`config.mk`:
```
export PLATFORM = sky130hd
export DESIGN_NAME = smm_ram
export DESIGN_NICKNAME = d
export VERILOG_FILES = /design/src/design/smm_ram.sv
export SDC_FILE = /design/constraint.sdc
export NUM_CORES = 1
export LEC_CHECK = 0
export BUFFER_PORTS_ARGS = -buffer_cell sky130_fd_sc_hd__buf_4
export CORE_MARGIN = 4
export CORE_UTILIZATION = 51
export DETAILED_ROUTE_END_ITERATION = 8
export PLACE_DENSITY = 0.7
export SLEW_MARGIN = 20
export SYNTH_ARGS = -nofsm -noshare
export SYNTH_HDL_FRONTEND = slang
export SYNTH_SLANG_ARGS = --single-unit
export TNS_END_PERCENT = 1
```
`constraint.sdc`:
```
create_clock -name clock -period 9.2 [get_ports clock]
set_clock_uncertainty 0.1 [all_clocks]
set_input_delay 1.84 -clock clock [delete_from_list [all_inputs] [get_ports clock]]
set_output_delay 1.84 -clock clock [all_outputs]
set_load 0.01 [all_outputs]
```
`src/design/smm_ram.sv`:
```
`timescale 1ns / 1ps

// Generic single-port-write, single-port-read RAM with registered read data.
module smm_ram #(
   parameter int WIDTH = 32,
   parameter int DEPTH = 36,
   localparam int AW = (DEPTH > 1) ? $clog2(DEPTH) : 1
) (
   input  logic             clock,
   input  logic             wr_en,
   input  logic [AW-1:0]    wr_addr,
   input  logic [WIDTH-1:0] wr_data,
   input  logic [AW-1:0]    rd_addr,
   output logic [WIDTH-1:0] rd_data
);

   logic [WIDTH-1:0] mem_ff [DEPTH];
   logic [WIDTH-1:0] rd_data_ff;

   // Write port and registered read port.
   always_ff @(posedge clock) begin
      if (wr_en) begin
         mem_ff[wr_addr] <= wr_data;
      end
      rd_data_ff <= mem_ff[rd_addr];
   end

   assign rd_data = rd_data_ff;

endmodule

```
==> qor.yml <==
syn_avg_cell_area_um2: 19.50
drive_above_1_share_pct: 17.67
num_vias: 23364
fin_util_pct: 57.98
vdd_ir_drop_max_mv: 0.1441
cts_tree: "done"
syn_area_um2: 45730
postCtsSetupBuffers: 0
detail-route-antenna-nets: 0
grt.overflow.total: 0
period_needed_ns: 4.398
via_per_inst: 6.291
setup_tns_ns: 0
die_h_um: 307.4
cp.arrival_ns: 4.81
nets: 2496
die-width_um: 307.4
clkTransAtPathRegs_ns: 0.06
ys_ff_latch: 1184
drt-pass1-iter-count: 5
gr-usage-all-layers_pct: 23.90
grt_max_degree: 153
syn_to_final_growth_pct: 12.40
power_per_cell_area_nw_per_um2: 215.5
crit_chain: "buf_4 -> and2_4 -> buf_4 -> a22o_1 -> a221oi_2 -> o22ai_1 -> o41ai_2"
max_clock_freq_mhz: 227.4
leakage_nw: 17.47
critPathSlowestCell: "and2_4"
grt_pass1_wl_um: 162500
ctsHoldBuffers: 0
clkLatencyLatePin_ns: 0.68
period_share_pct: 47.80
yosys_warnings: 0
clockBufferDepth: 3
timing.slew.headroom_pct: 18.99
setup_violations: 0
post-dp-hpwl_um: 54750
synth_seq_area_share_pct: 77.05
rows: 109
yosysTopAreaCell: "edfxtp_1"
crit_fanout: 46
crit_buf_inv: 2
synth_cell_type_count: 28
cts_root_buf: "clkbuf_16"
portBuffers: 77
final_max_slew_viol_count: 0
synth_ff_type: "edfxtp_1"
status: "complete, no violations"
synth_top_area_share_pct: 75.65
hold_class: "flip-flop to flip-flop"
fillers: 6406
setup.worst_path.start_class: "primary input"
clock-sinks: 1184
synth-async-reset-ratio_pct: 0
place.gp.congestion: 0.7547
setup.worst_path.class: "primary input to flip-flop"
synth_edf_count: 1152
syn_inst: 2345
drc_errors: 0
h-tree-depth: 3
tightest_slew_ns: 1.215
crit_path_frequent_cell: "buf_4"
cts-resized-gates: 0
maxCapViolations: 0
start_util_pct: 51.58
antenna_found_initial: 6
ioPinCount: 78
core-area_um2: 88650
required_ns: 9.61
drt-wirelength-per-cell_um: 30.58
grt_pass1_vias: 23202
crit_family: "buffers and inverters"
crit_path_end_kind: "flip-flop"
critPathMaxStageDelay_ns: 0.79
grt_setup_unrepaired: "no"
finalHoldViolCount: 0
drtIter0Drc: 2620
cts_buffers: 114
synth_area_leaders: "edfxtp_1 76%, mux2i_1 11%, a22oi_1 2.1%"
fp.dieArea_um2: 94510
routed_wl_um: 113600
synth_nets: 2391
## cell usage in the layout, fill, tap and decap left out, types with 34 or more instances in the layout
cell,n
a21oi_1,64
a221oi_2,51
a22o_1,64
a22oi_1,128
buf_4,124
clkbuf_1,45
clkbuf_16,117
edfxtp_1,1152
mux2i_1,512
nand2_1,34
nor2_4,37
## worst min-delay path, stage by stage, from the launching register on
cell and delay, ns:
edfxtp_1 0.32, mux4_2 0.22, nand2_1 0.06, o41ai_2 0.04
## power by group
group | internal [W] | switching [W]
sequential | 0.00597 | 0.0000269
clock | 0.00263 | 0.00190
combinational | 0.000200 | 0.000355
total | 0.00879 | 0.00228
## flip-flops by register name, indices dropped and copies added (netlist names)
name	cells
rd_data	32
mem_ff	1152
## final cells by class
cell class / instances / area (um2) / share of cell area [%]
Multi-Input combinational cell: 1020 / 9988 / 19.43
Clock inverter: 35 / 359.1 / 0.6987
Tap cell: 1165 / 1458 / 2.836
Clock buffer: 177 / 3303 / 6.427
Sequential cell: 1184 / 35230 / 68.55
Timing Repair Buffer: 130 / 1046 / 2.035
Antenna cell: 3 / 7.507 / 0.01461
## stage by stage
| stage | hold slack, ns | cells | setup WS [ns] | total power [W] | instance area (um2) |
|---|---|---|---|---|---|
| after floorplan | 0.5293 | 2345 | 4.933 | 0.006426 | 45730 |
| after global placement | 0.5391 | 3499 | 4.150 | 0.006643 | 47730 |
| after detailed placement | 0.5433 | 3499 | 4.127 | 0.006659 | 47730 |
| after CTS | 0.5614 | 3711 | 4.837 | 0.01113 | 51390 |
| after global routing | 0.5874 | 3713 | 4.734 | 0.01142 | 51390 |
| final | 0.5592 | 3714 | 4.802 | 0.01108 | 51400 |
## cells in the mapped netlist, types with 2 or more instances
cell type  number
nand3b_1        5
clkbuf_1       58
buf_8           2
edfxtp_1     1152
buf_2          30
nor2_1         39
buf_4          20
a221oi_1       13
nand2b_1        2
mux4_2         32
a22oi_1       128
dfxtp_1        32
o22ai_1        32
buf_6          17
or3b_2          2
nand2_1        35
nand3_1         3
o41ai_2        32
nor2b_1         3
buf_1          10
clkbuf_4        4
mux2i_1       512
a221oi_2       51
a21oi_1        64
a22o_1         64
## logic make-up (layout without fill, tap and decap cells)
kind of cell	count (synthesis)	count (layout)	share of synthesized area, %
multiplexers	544	544	12.78
AND/OR/NAND/NOR	92	92	0.8702
flip-flops	1184	1184	77.05
buffers and inverters	141	342	1.765
AO/OA/AOI/OAI	384	384	7.527
other	0	3	0
## path summary, 6_finish.rpt
check | start | to | slack [ns] | cells after the start
setup reg to reg | mem_ff[17][13]$_DFFE_PP_ | rd_data[13]$_DFF_P_ | 7.48 | 5
hold reg to reg | mem_ff[32][10]$_DFFE_PP_ | rd_data[10]$_DFF_P_ | 0.56 | 3
hold / removal | mem_ff[32][10]$_DFFE_PP_ | rd_data[10]$_DFF_P_ | 0.56 | 3
setup / recovery | rd_addr[1] | rd_data[16]$_DFF_P_ | 4.80 | 7
## metal layers
| layer | global-route usage [%] | routed length [um] | share of wire (%) |
|---|---|---|---|
| met1 | 33.13 | 45660 | 40 |
| met2 | 38.71 | 54930 | 48 |
| met3 | 4.621 | 9416 | 8.3 |
| met4 | 7.794 | 3558 | 3.1 |
| met5 | 0 | 27 | 0.024 |
No activity file was read; power rests on OpenSTA's default activity.
