$ cat src/design/smm_pkg.sv
`timescale 1ns / 1ps

// Shared types and fixed constants of the square matrix multiplier.
package smm_pkg;

   // Element and product widths of the signed Q16.16 arithmetic.
   localparam int DATA_W     = 32;
   localparam int PROD_W     = 64;
   localparam int FRAC_W     = 16;
   // Top bit of the 48-bit range whose right shift by FRAC_W fits in DATA_W.
   localparam int FIT_MSB    = 47;
   localparam int ROW_SIZE_W = 3;

   localparam logic [ROW_SIZE_W-1:0] ROW_SIZE_RESET = 3'd6;
   localparam logic [DATA_W-1:0]     Q_MAX          = 32'h7FFF_FFFF;
   localparam logic [DATA_W-1:0]     Q_MIN          = 32'h8000_0000;

   // One element pair of A and B.
   typedef struct packed {
      logic signed [DATA_W-1:0] a_element;
      logic signed [DATA_W-1:0] b_element;
   } req_payload_type;

   // One element of the product matrix.
   typedef struct packed {
      logic signed [DATA_W-1:0] product_element;
      logic                     saturated;
      logic                     last;
   } rsp_payload_type;

   // Element of an A row travelling along the cell chain.
   typedef struct packed {
      logic                     valid;
      logic                     first;
      logic                     last;
      logic signed [DATA_W-1:0] a;
   } smm_token_type;

   // Finished dot product held in a cell and shifted out toward cell zero.
   typedef struct packed {
      logic signed [DATA_W-1:0] value;
      logic                     sat;
   } smm_result_type;

   // Sequencer states.
   typedef enum logic [1:0] {
      ST_LOAD,
      ST_FEED,
      ST_DRAIN,
      ST_UNLOAD
   } smm_state_type;

endpackage

$ cat src/design/smm_cell.sv
`timescale 1ns / 1ps

// One column cell: holds a column of B, multiplies each passing A element by
// the matching B element, accumulates the dot product exactly and keeps the
// rounded result until it is shifted out toward cell zero.
module smm_cell
   import smm_pkg::*;
#(
   parameter int MAX_ROWS = 6,
   localparam int IDX_W = (MAX_ROWS > 1) ? $clog2(MAX_ROWS) : 1
) (
   input  logic                clock,
   input  logic                reset,
   input  smm_token_type       tok_in,
   output smm_token_type       tok_out,
   input  logic                b_we,
   input  logic [IDX_W-1:0]    b_row,
   input  logic [DATA_W-1:0]   b_data,
   input  logic                res_shift,
   input  smm_result_type      res_in,
   output smm_result_type      res_out,
   output logic                fin
);

   localparam int ACC_W = PROD_W + IDX_W + 1;

   smm_token_type            tok_ff;
   logic [IDX_W-1:0]         rd_ff;
   logic [IDX_W-1:0]         idx_sel;
   logic [DATA_W-1:0]        bcol_ff [MAX_ROWS];
   logic signed [PROD_W-1:0] prod_in;
   logic signed [PROD_W-1:0] prod_ff;
   logic                     m_vld_ff;
   logic                     m_first_ff;
   logic                     m_last_ff;
   logic [ACC_W-1:0]         prod_ext;
   logic [ACC_W-1:0]         acc_in;
   logic [ACC_W-1:0]         acc_ff;
   logic                     done_ff;
   logic                     fin_ff;
   smm_result_type           sat_res;
   smm_result_type           res_ff;
   logic [ACC_W-1:FIT_MSB]   acc_top;

   // Column storage of B, written while the matrices load.
   always_ff @(posedge clock) begin
      if (b_we) begin
         bcol_ff[b_row] <= b_data;
      end
   end

   // The first element of a row restarts the row index of this cell.
   assign idx_sel = tok_ff.first ? '0 : rd_ff;
   assign prod_in = $signed(tok_ff.a) * $signed(bcol_ff[idx_sel]);

   // Token stage, handed to the next cell every cycle.
   always_ff @(posedge clock) begin
      if (reset) begin
         tok_ff.valid <= 1'b0;
      end else begin
         tok_ff.valid <= tok_in.valid;
      end
      tok_ff.first <= tok_in.first;
      tok_ff.last  <= tok_in.last;
      tok_ff.a     <= tok_in.a;
      if (tok_ff.valid) begin
         rd_ff <= IDX_W'(idx_sel + 1'b1);
      end
   end

   assign tok_out = tok_ff;

   // Multiply stage.
   always_ff @(posedge clock) begin
      if (reset) begin
         m_vld_ff <= 1'b0;
      end else begin
         m_vld_ff <= tok_ff.valid;
      end
      m_first_ff <= tok_ff.first;
      m_last_ff  <= tok_ff.last;
      prod_ff    <= prod_in;
   end

   // Exact accumulation of the products.
   assign prod_ext = {{(ACC_W-PROD_W){prod_ff[PROD_W-1]}}, prod_ff};
   assign acc_in   = m_first_ff ? prod_ext : acc_ff + prod_ext;

   always_ff @(posedge clock) begin
      if (reset) begin
         done_ff <= 1'b0;
         fin_ff  <= 1'b0;
      end else begin
         done_ff <= m_vld_ff && m_last_ff;
         fin_ff  <= done_ff;
      end
      if (m_vld_ff) begin
         acc_ff <= acc_in;
      end
   end

   // Shift right by the fraction width and clip to the 32-bit range.
   assign acc_top = acc_ff[ACC_W-1:FIT_MSB];

   always_comb begin
      if ((acc_top == '0) || (acc_top == '1)) begin
         sat_res.value = $signed(acc_ff[FIT_MSB:FRAC_W]);
         sat_res.sat   = 1'b0;
      end else begin
         sat_res.value = acc_ff[ACC_W-1] ? $signed(Q_MIN) : $signed(Q_MAX);
         sat_res.sat   = 1'b1;
      end
   end

   // Result register, loaded at the end of a row and shifted during unload.
   always_ff @(posedge clock) begin
      if (done_ff) begin
         res_ff <= sat_res;
      end else if (res_shift) begin
         res_ff <= res_in;
      end
   end

   assign res_out = res_ff;
   assign fin     = fin_ff;

endmodule

$ cat config.mk
export PLATFORM = sky130hd
export DESIGN_NAME = smm_cell
export DESIGN_NICKNAME = d
export VERILOG_FILES = /design/src/design/smm_pkg.sv /design/src/design/smm_cell.sv
export SDC_FILE = /design/constraint.sdc
export NUM_CORES = 2
export LEC_CHECK = 0
export BUFFER_PORTS_ARGS = -buffer_cell sky130_fd_sc_hd__buf_2
export CAP_MARGIN = 20
export CORE_MARGIN = 2
export CORE_UTILIZATION = 41
export DETAILED_ROUTE_END_ITERATION = 10
export PLACE_DENSITY_LB_ADDON = 0.15
export SETUP_SLACK_MARGIN = 0.4
export SYNTH_ARGS = -nofsm -noshare
export SYNTH_HDL_FRONTEND = slang
export SYNTH_SLANG_ARGS = --single-unit
$ cat constraint.sdc
create_clock -name clock -period 17.4 [get_ports clock]
set_input_delay 2.61 -clock clock [delete_from_list [all_inputs] [get_ports clock]]
set_output_delay 2.61 -clock clock [all_outputs]
set_load 0.03 [all_outputs]
==> out/results.tsv <==
metric	value	unit
antenna_found_initial	9	
setup_viol	0	
async_flop_share	0	
firstDrtPassIters	7	
skew	34.2	ps
required	17900	ps
final_layout_size_suffix_gt1_frac	0.0795	
postCtsHoldBufs	0	
insertion_delay	620	ps
synth_ff_type	edfxtp_1	
clock_sinks	400	
grt_setup_unrepaired	false	
gr-total-overflow	0	
hold_class	register to register	
synth_fp_nets	6789	
io-pin-count	176	
mostFrequentLayoutCell	fa_1	
postRouteAntennaNets	0	
routed-wl-met3	8.31	mm
core	131000	sq um
die_w	367	microns
startpoint_type	register	
synth-edff-count	296	
grt_usage	0.224	
start_util	0.412	
cts_tree	yes	
finalCriticalPeriod	10720	ps
dieArea	135000	sq um
path_max_fanout	48	
area_growth	8.00	%
num_vias	36700	
worstSetupPathType	register to register	
status	finished clean	
grt_pass1_vias	39800	
synth_area_per_cell	10.1	sq um
routed.top_layer	met5	
portBuffers	175	
hold_viol	0	
min_period_over_period	0.616	
slew_headroom	0.361	
dr.first_iter.drc_count	2312	
path_common_cell	fa_1	
viasPerCell	5.13	
worst_slack	6680	ps
place_ws	6580	ps
hpwlAfterDp	113	mm
root_buffer	clkbuf_16	
regToRegSetupSlack	6680	ps
grt_pass1_wl	235	mm
cp-end-kind	register	
ys_ff_latch	400	
clk_pin_slew	60	ps
gp_congestion	0.870	
fin_setup_tns	0	ps
grt_max_degree	77	
fill_cells	12700	
wl_met2	66.0	mm
synth.cell_area	54000	sq um
htree_levels	2	
syn_inst	5347	
fmax	93.3	MHz
crit_arrival	11220	ps
post-cts-setup-buffers	0	
rows	133	
yosysSeqAreaShare	0.203	
cts_buffers	45	
cp_slowest_stage_delay	1000	ps
drv_slew	0	
crit_path_top_delay_cell	fa_1	
met1Wirelength	69.9	mm
drt-total-wl	147	mm
cts_max_path_buffers	3	
post_cts_resized	0	
ys_warn_count	0	
final_cell_mix	fa_1 (1083), inv_1 (994), nand2_1 (612)	
yosysUniqueCellTypes	79	
cp_num_buf_inv	7	
worstMarginPinSlew	959	ps
die_h	367	microns
post_drt_wl_per_cell	20.5	microns
crit_family	adder cells	
rr_startpoint	rd_ff[0]	
maxCapViolations	0	
startpoint	rd_ff[0]	
layout.nets	6803	
holdCritStartpoint	tok_out[32]	
drc	0	
## cell type report
type / count / area, sq um / share of cell area
multi-input combinational: 3664 / 38400 / 0.658
tap: 1755 / 2200 / 0.0377
inverter: 994 / 3730 / 0.0640
sequential: 400 / 11000 / 0.188
antenna: 6 / 15.0 / 0.000257
timing repair buffer: 256 / 1500 / 0.0258
clock inverter: 26 / 332 / 0.00569
clock buffer: 58 / 1190 / 0.0205
## path summary, 6_finish.rpt
| path | endpoint | depth (start not counted) |
|---|---|---|
| hold / removal | m_last_ff | 0 |
| hold reg to reg | m_last_ff | 0 |
| setup / recovery | prod_ff[61] | 31 |
| setup reg to reg | prod_ff[61] | 31 |
## worst reg2reg max path, delay by kind of cell (launching register included)
kind            cells  cell delay, ps
xor+xnor            1             130
buf+inv             7            1540
fa+ha+maj           9            5260
flops               1             470
simple gates        6            1660
compound gates      8            1580
## sequential cells by signal, indices dropped and copies added (netlist names), 3 cells and up
name / cells
acc_ff: 68
bcol_ff: 192
prod_ff: 64
rd_ff: 3
res_out: 33
tok_out: 35
## per-layer routing
layer / GRT usage / up-vias
met4: 0.0396 / 2
met3: 0.0347 / 155
met5: 0 / -
li1: - / 16600
met1: 0.327 / 19000
met2: 0.356 / 936
## cells by family (layout without fill, tap and decap cells)
| logic type | Yosys count | in the layout | share of synthesized area |
|---|---|---|---|
| AOI/OAI and AO/OA | 638 | 638 | 0.0766 |
| xor gates and xnor gates | 131 | 131 | 0.0212 |
| adders and majority gates | 1335 | 1335 | 0.460 |
| buffers and inverters | 1283 | 1334 | 0.0897 |
| DFF | 400 | 400 | 0.203 |
| muxes | 70 | 70 | 0.0131 |
| other | 0 | 6 | 0 |
| and+or+nand+nor | 1490 | 1490 | 0.136 |
## cells in the mapped netlist, types with 6 or more instances
cell | instances | area, sq um
a31oi_1 | 13 | 81.3
o22ai_1 | 34 | 213
o21ai_0 | 132 | 661
ha_1 | 252 | 3150
edfxtp_1 | 296 | 8890
nor3b_1 | 6 | 45.0
or2_2 | 11 | 68.8
buf_1 | 7 | 26.3
nand4_1 | 31 | 194
xor2_1 | 45 | 394
a211oi_1 | 29 | 218
nor3_1 | 24 | 120
o21ai_1 | 26 | 130
and3_1 | 16 | 100
nor2b_1 | 24 | 150
nor2_1 | 162 | 608
mux2i_1 | 66 | 661
a221oi_1 | 23 | 201
o21bai_1 | 20 | 150
nor4_1 | 9 | 56.3
o31ai_1 | 6 | 45.0
dfxtp_1 | 104 | 2080
fa_1 | 1083 | 21700
a21oi_1 | 182 | 911
and2_1 | 521 | 3260
nand2_1 | 612 | 2300
buf_2 | 21 | 105
o21a_1 | 19 | 143
inv_1 | 994 | 3730
clkbuf_1 | 261 | 980
nand3_1 | 32 | 160
xnor2_1 | 86 | 753
nand2b_1 | 22 | 138
o211ai_1 | 11 | 82.6
a21o_1 | 85 | 638
## stage by stage
stage	cells	utilization	hold slack (ps)	cell area (sq um)
final	7159	0.445	361	58300
after global routing	7153	0.445	362	58300
after CTS	7151	0.444	358	58300
after detailed placement	7067	0.433	342	56700
after global placement	7067	0.433	356	56700
after floorplan	5347	-	395	54000
Power is left out: the tool's default activity adds up to more than one toggle a clock period on the data nets, which glitch-free logic cannot reach.
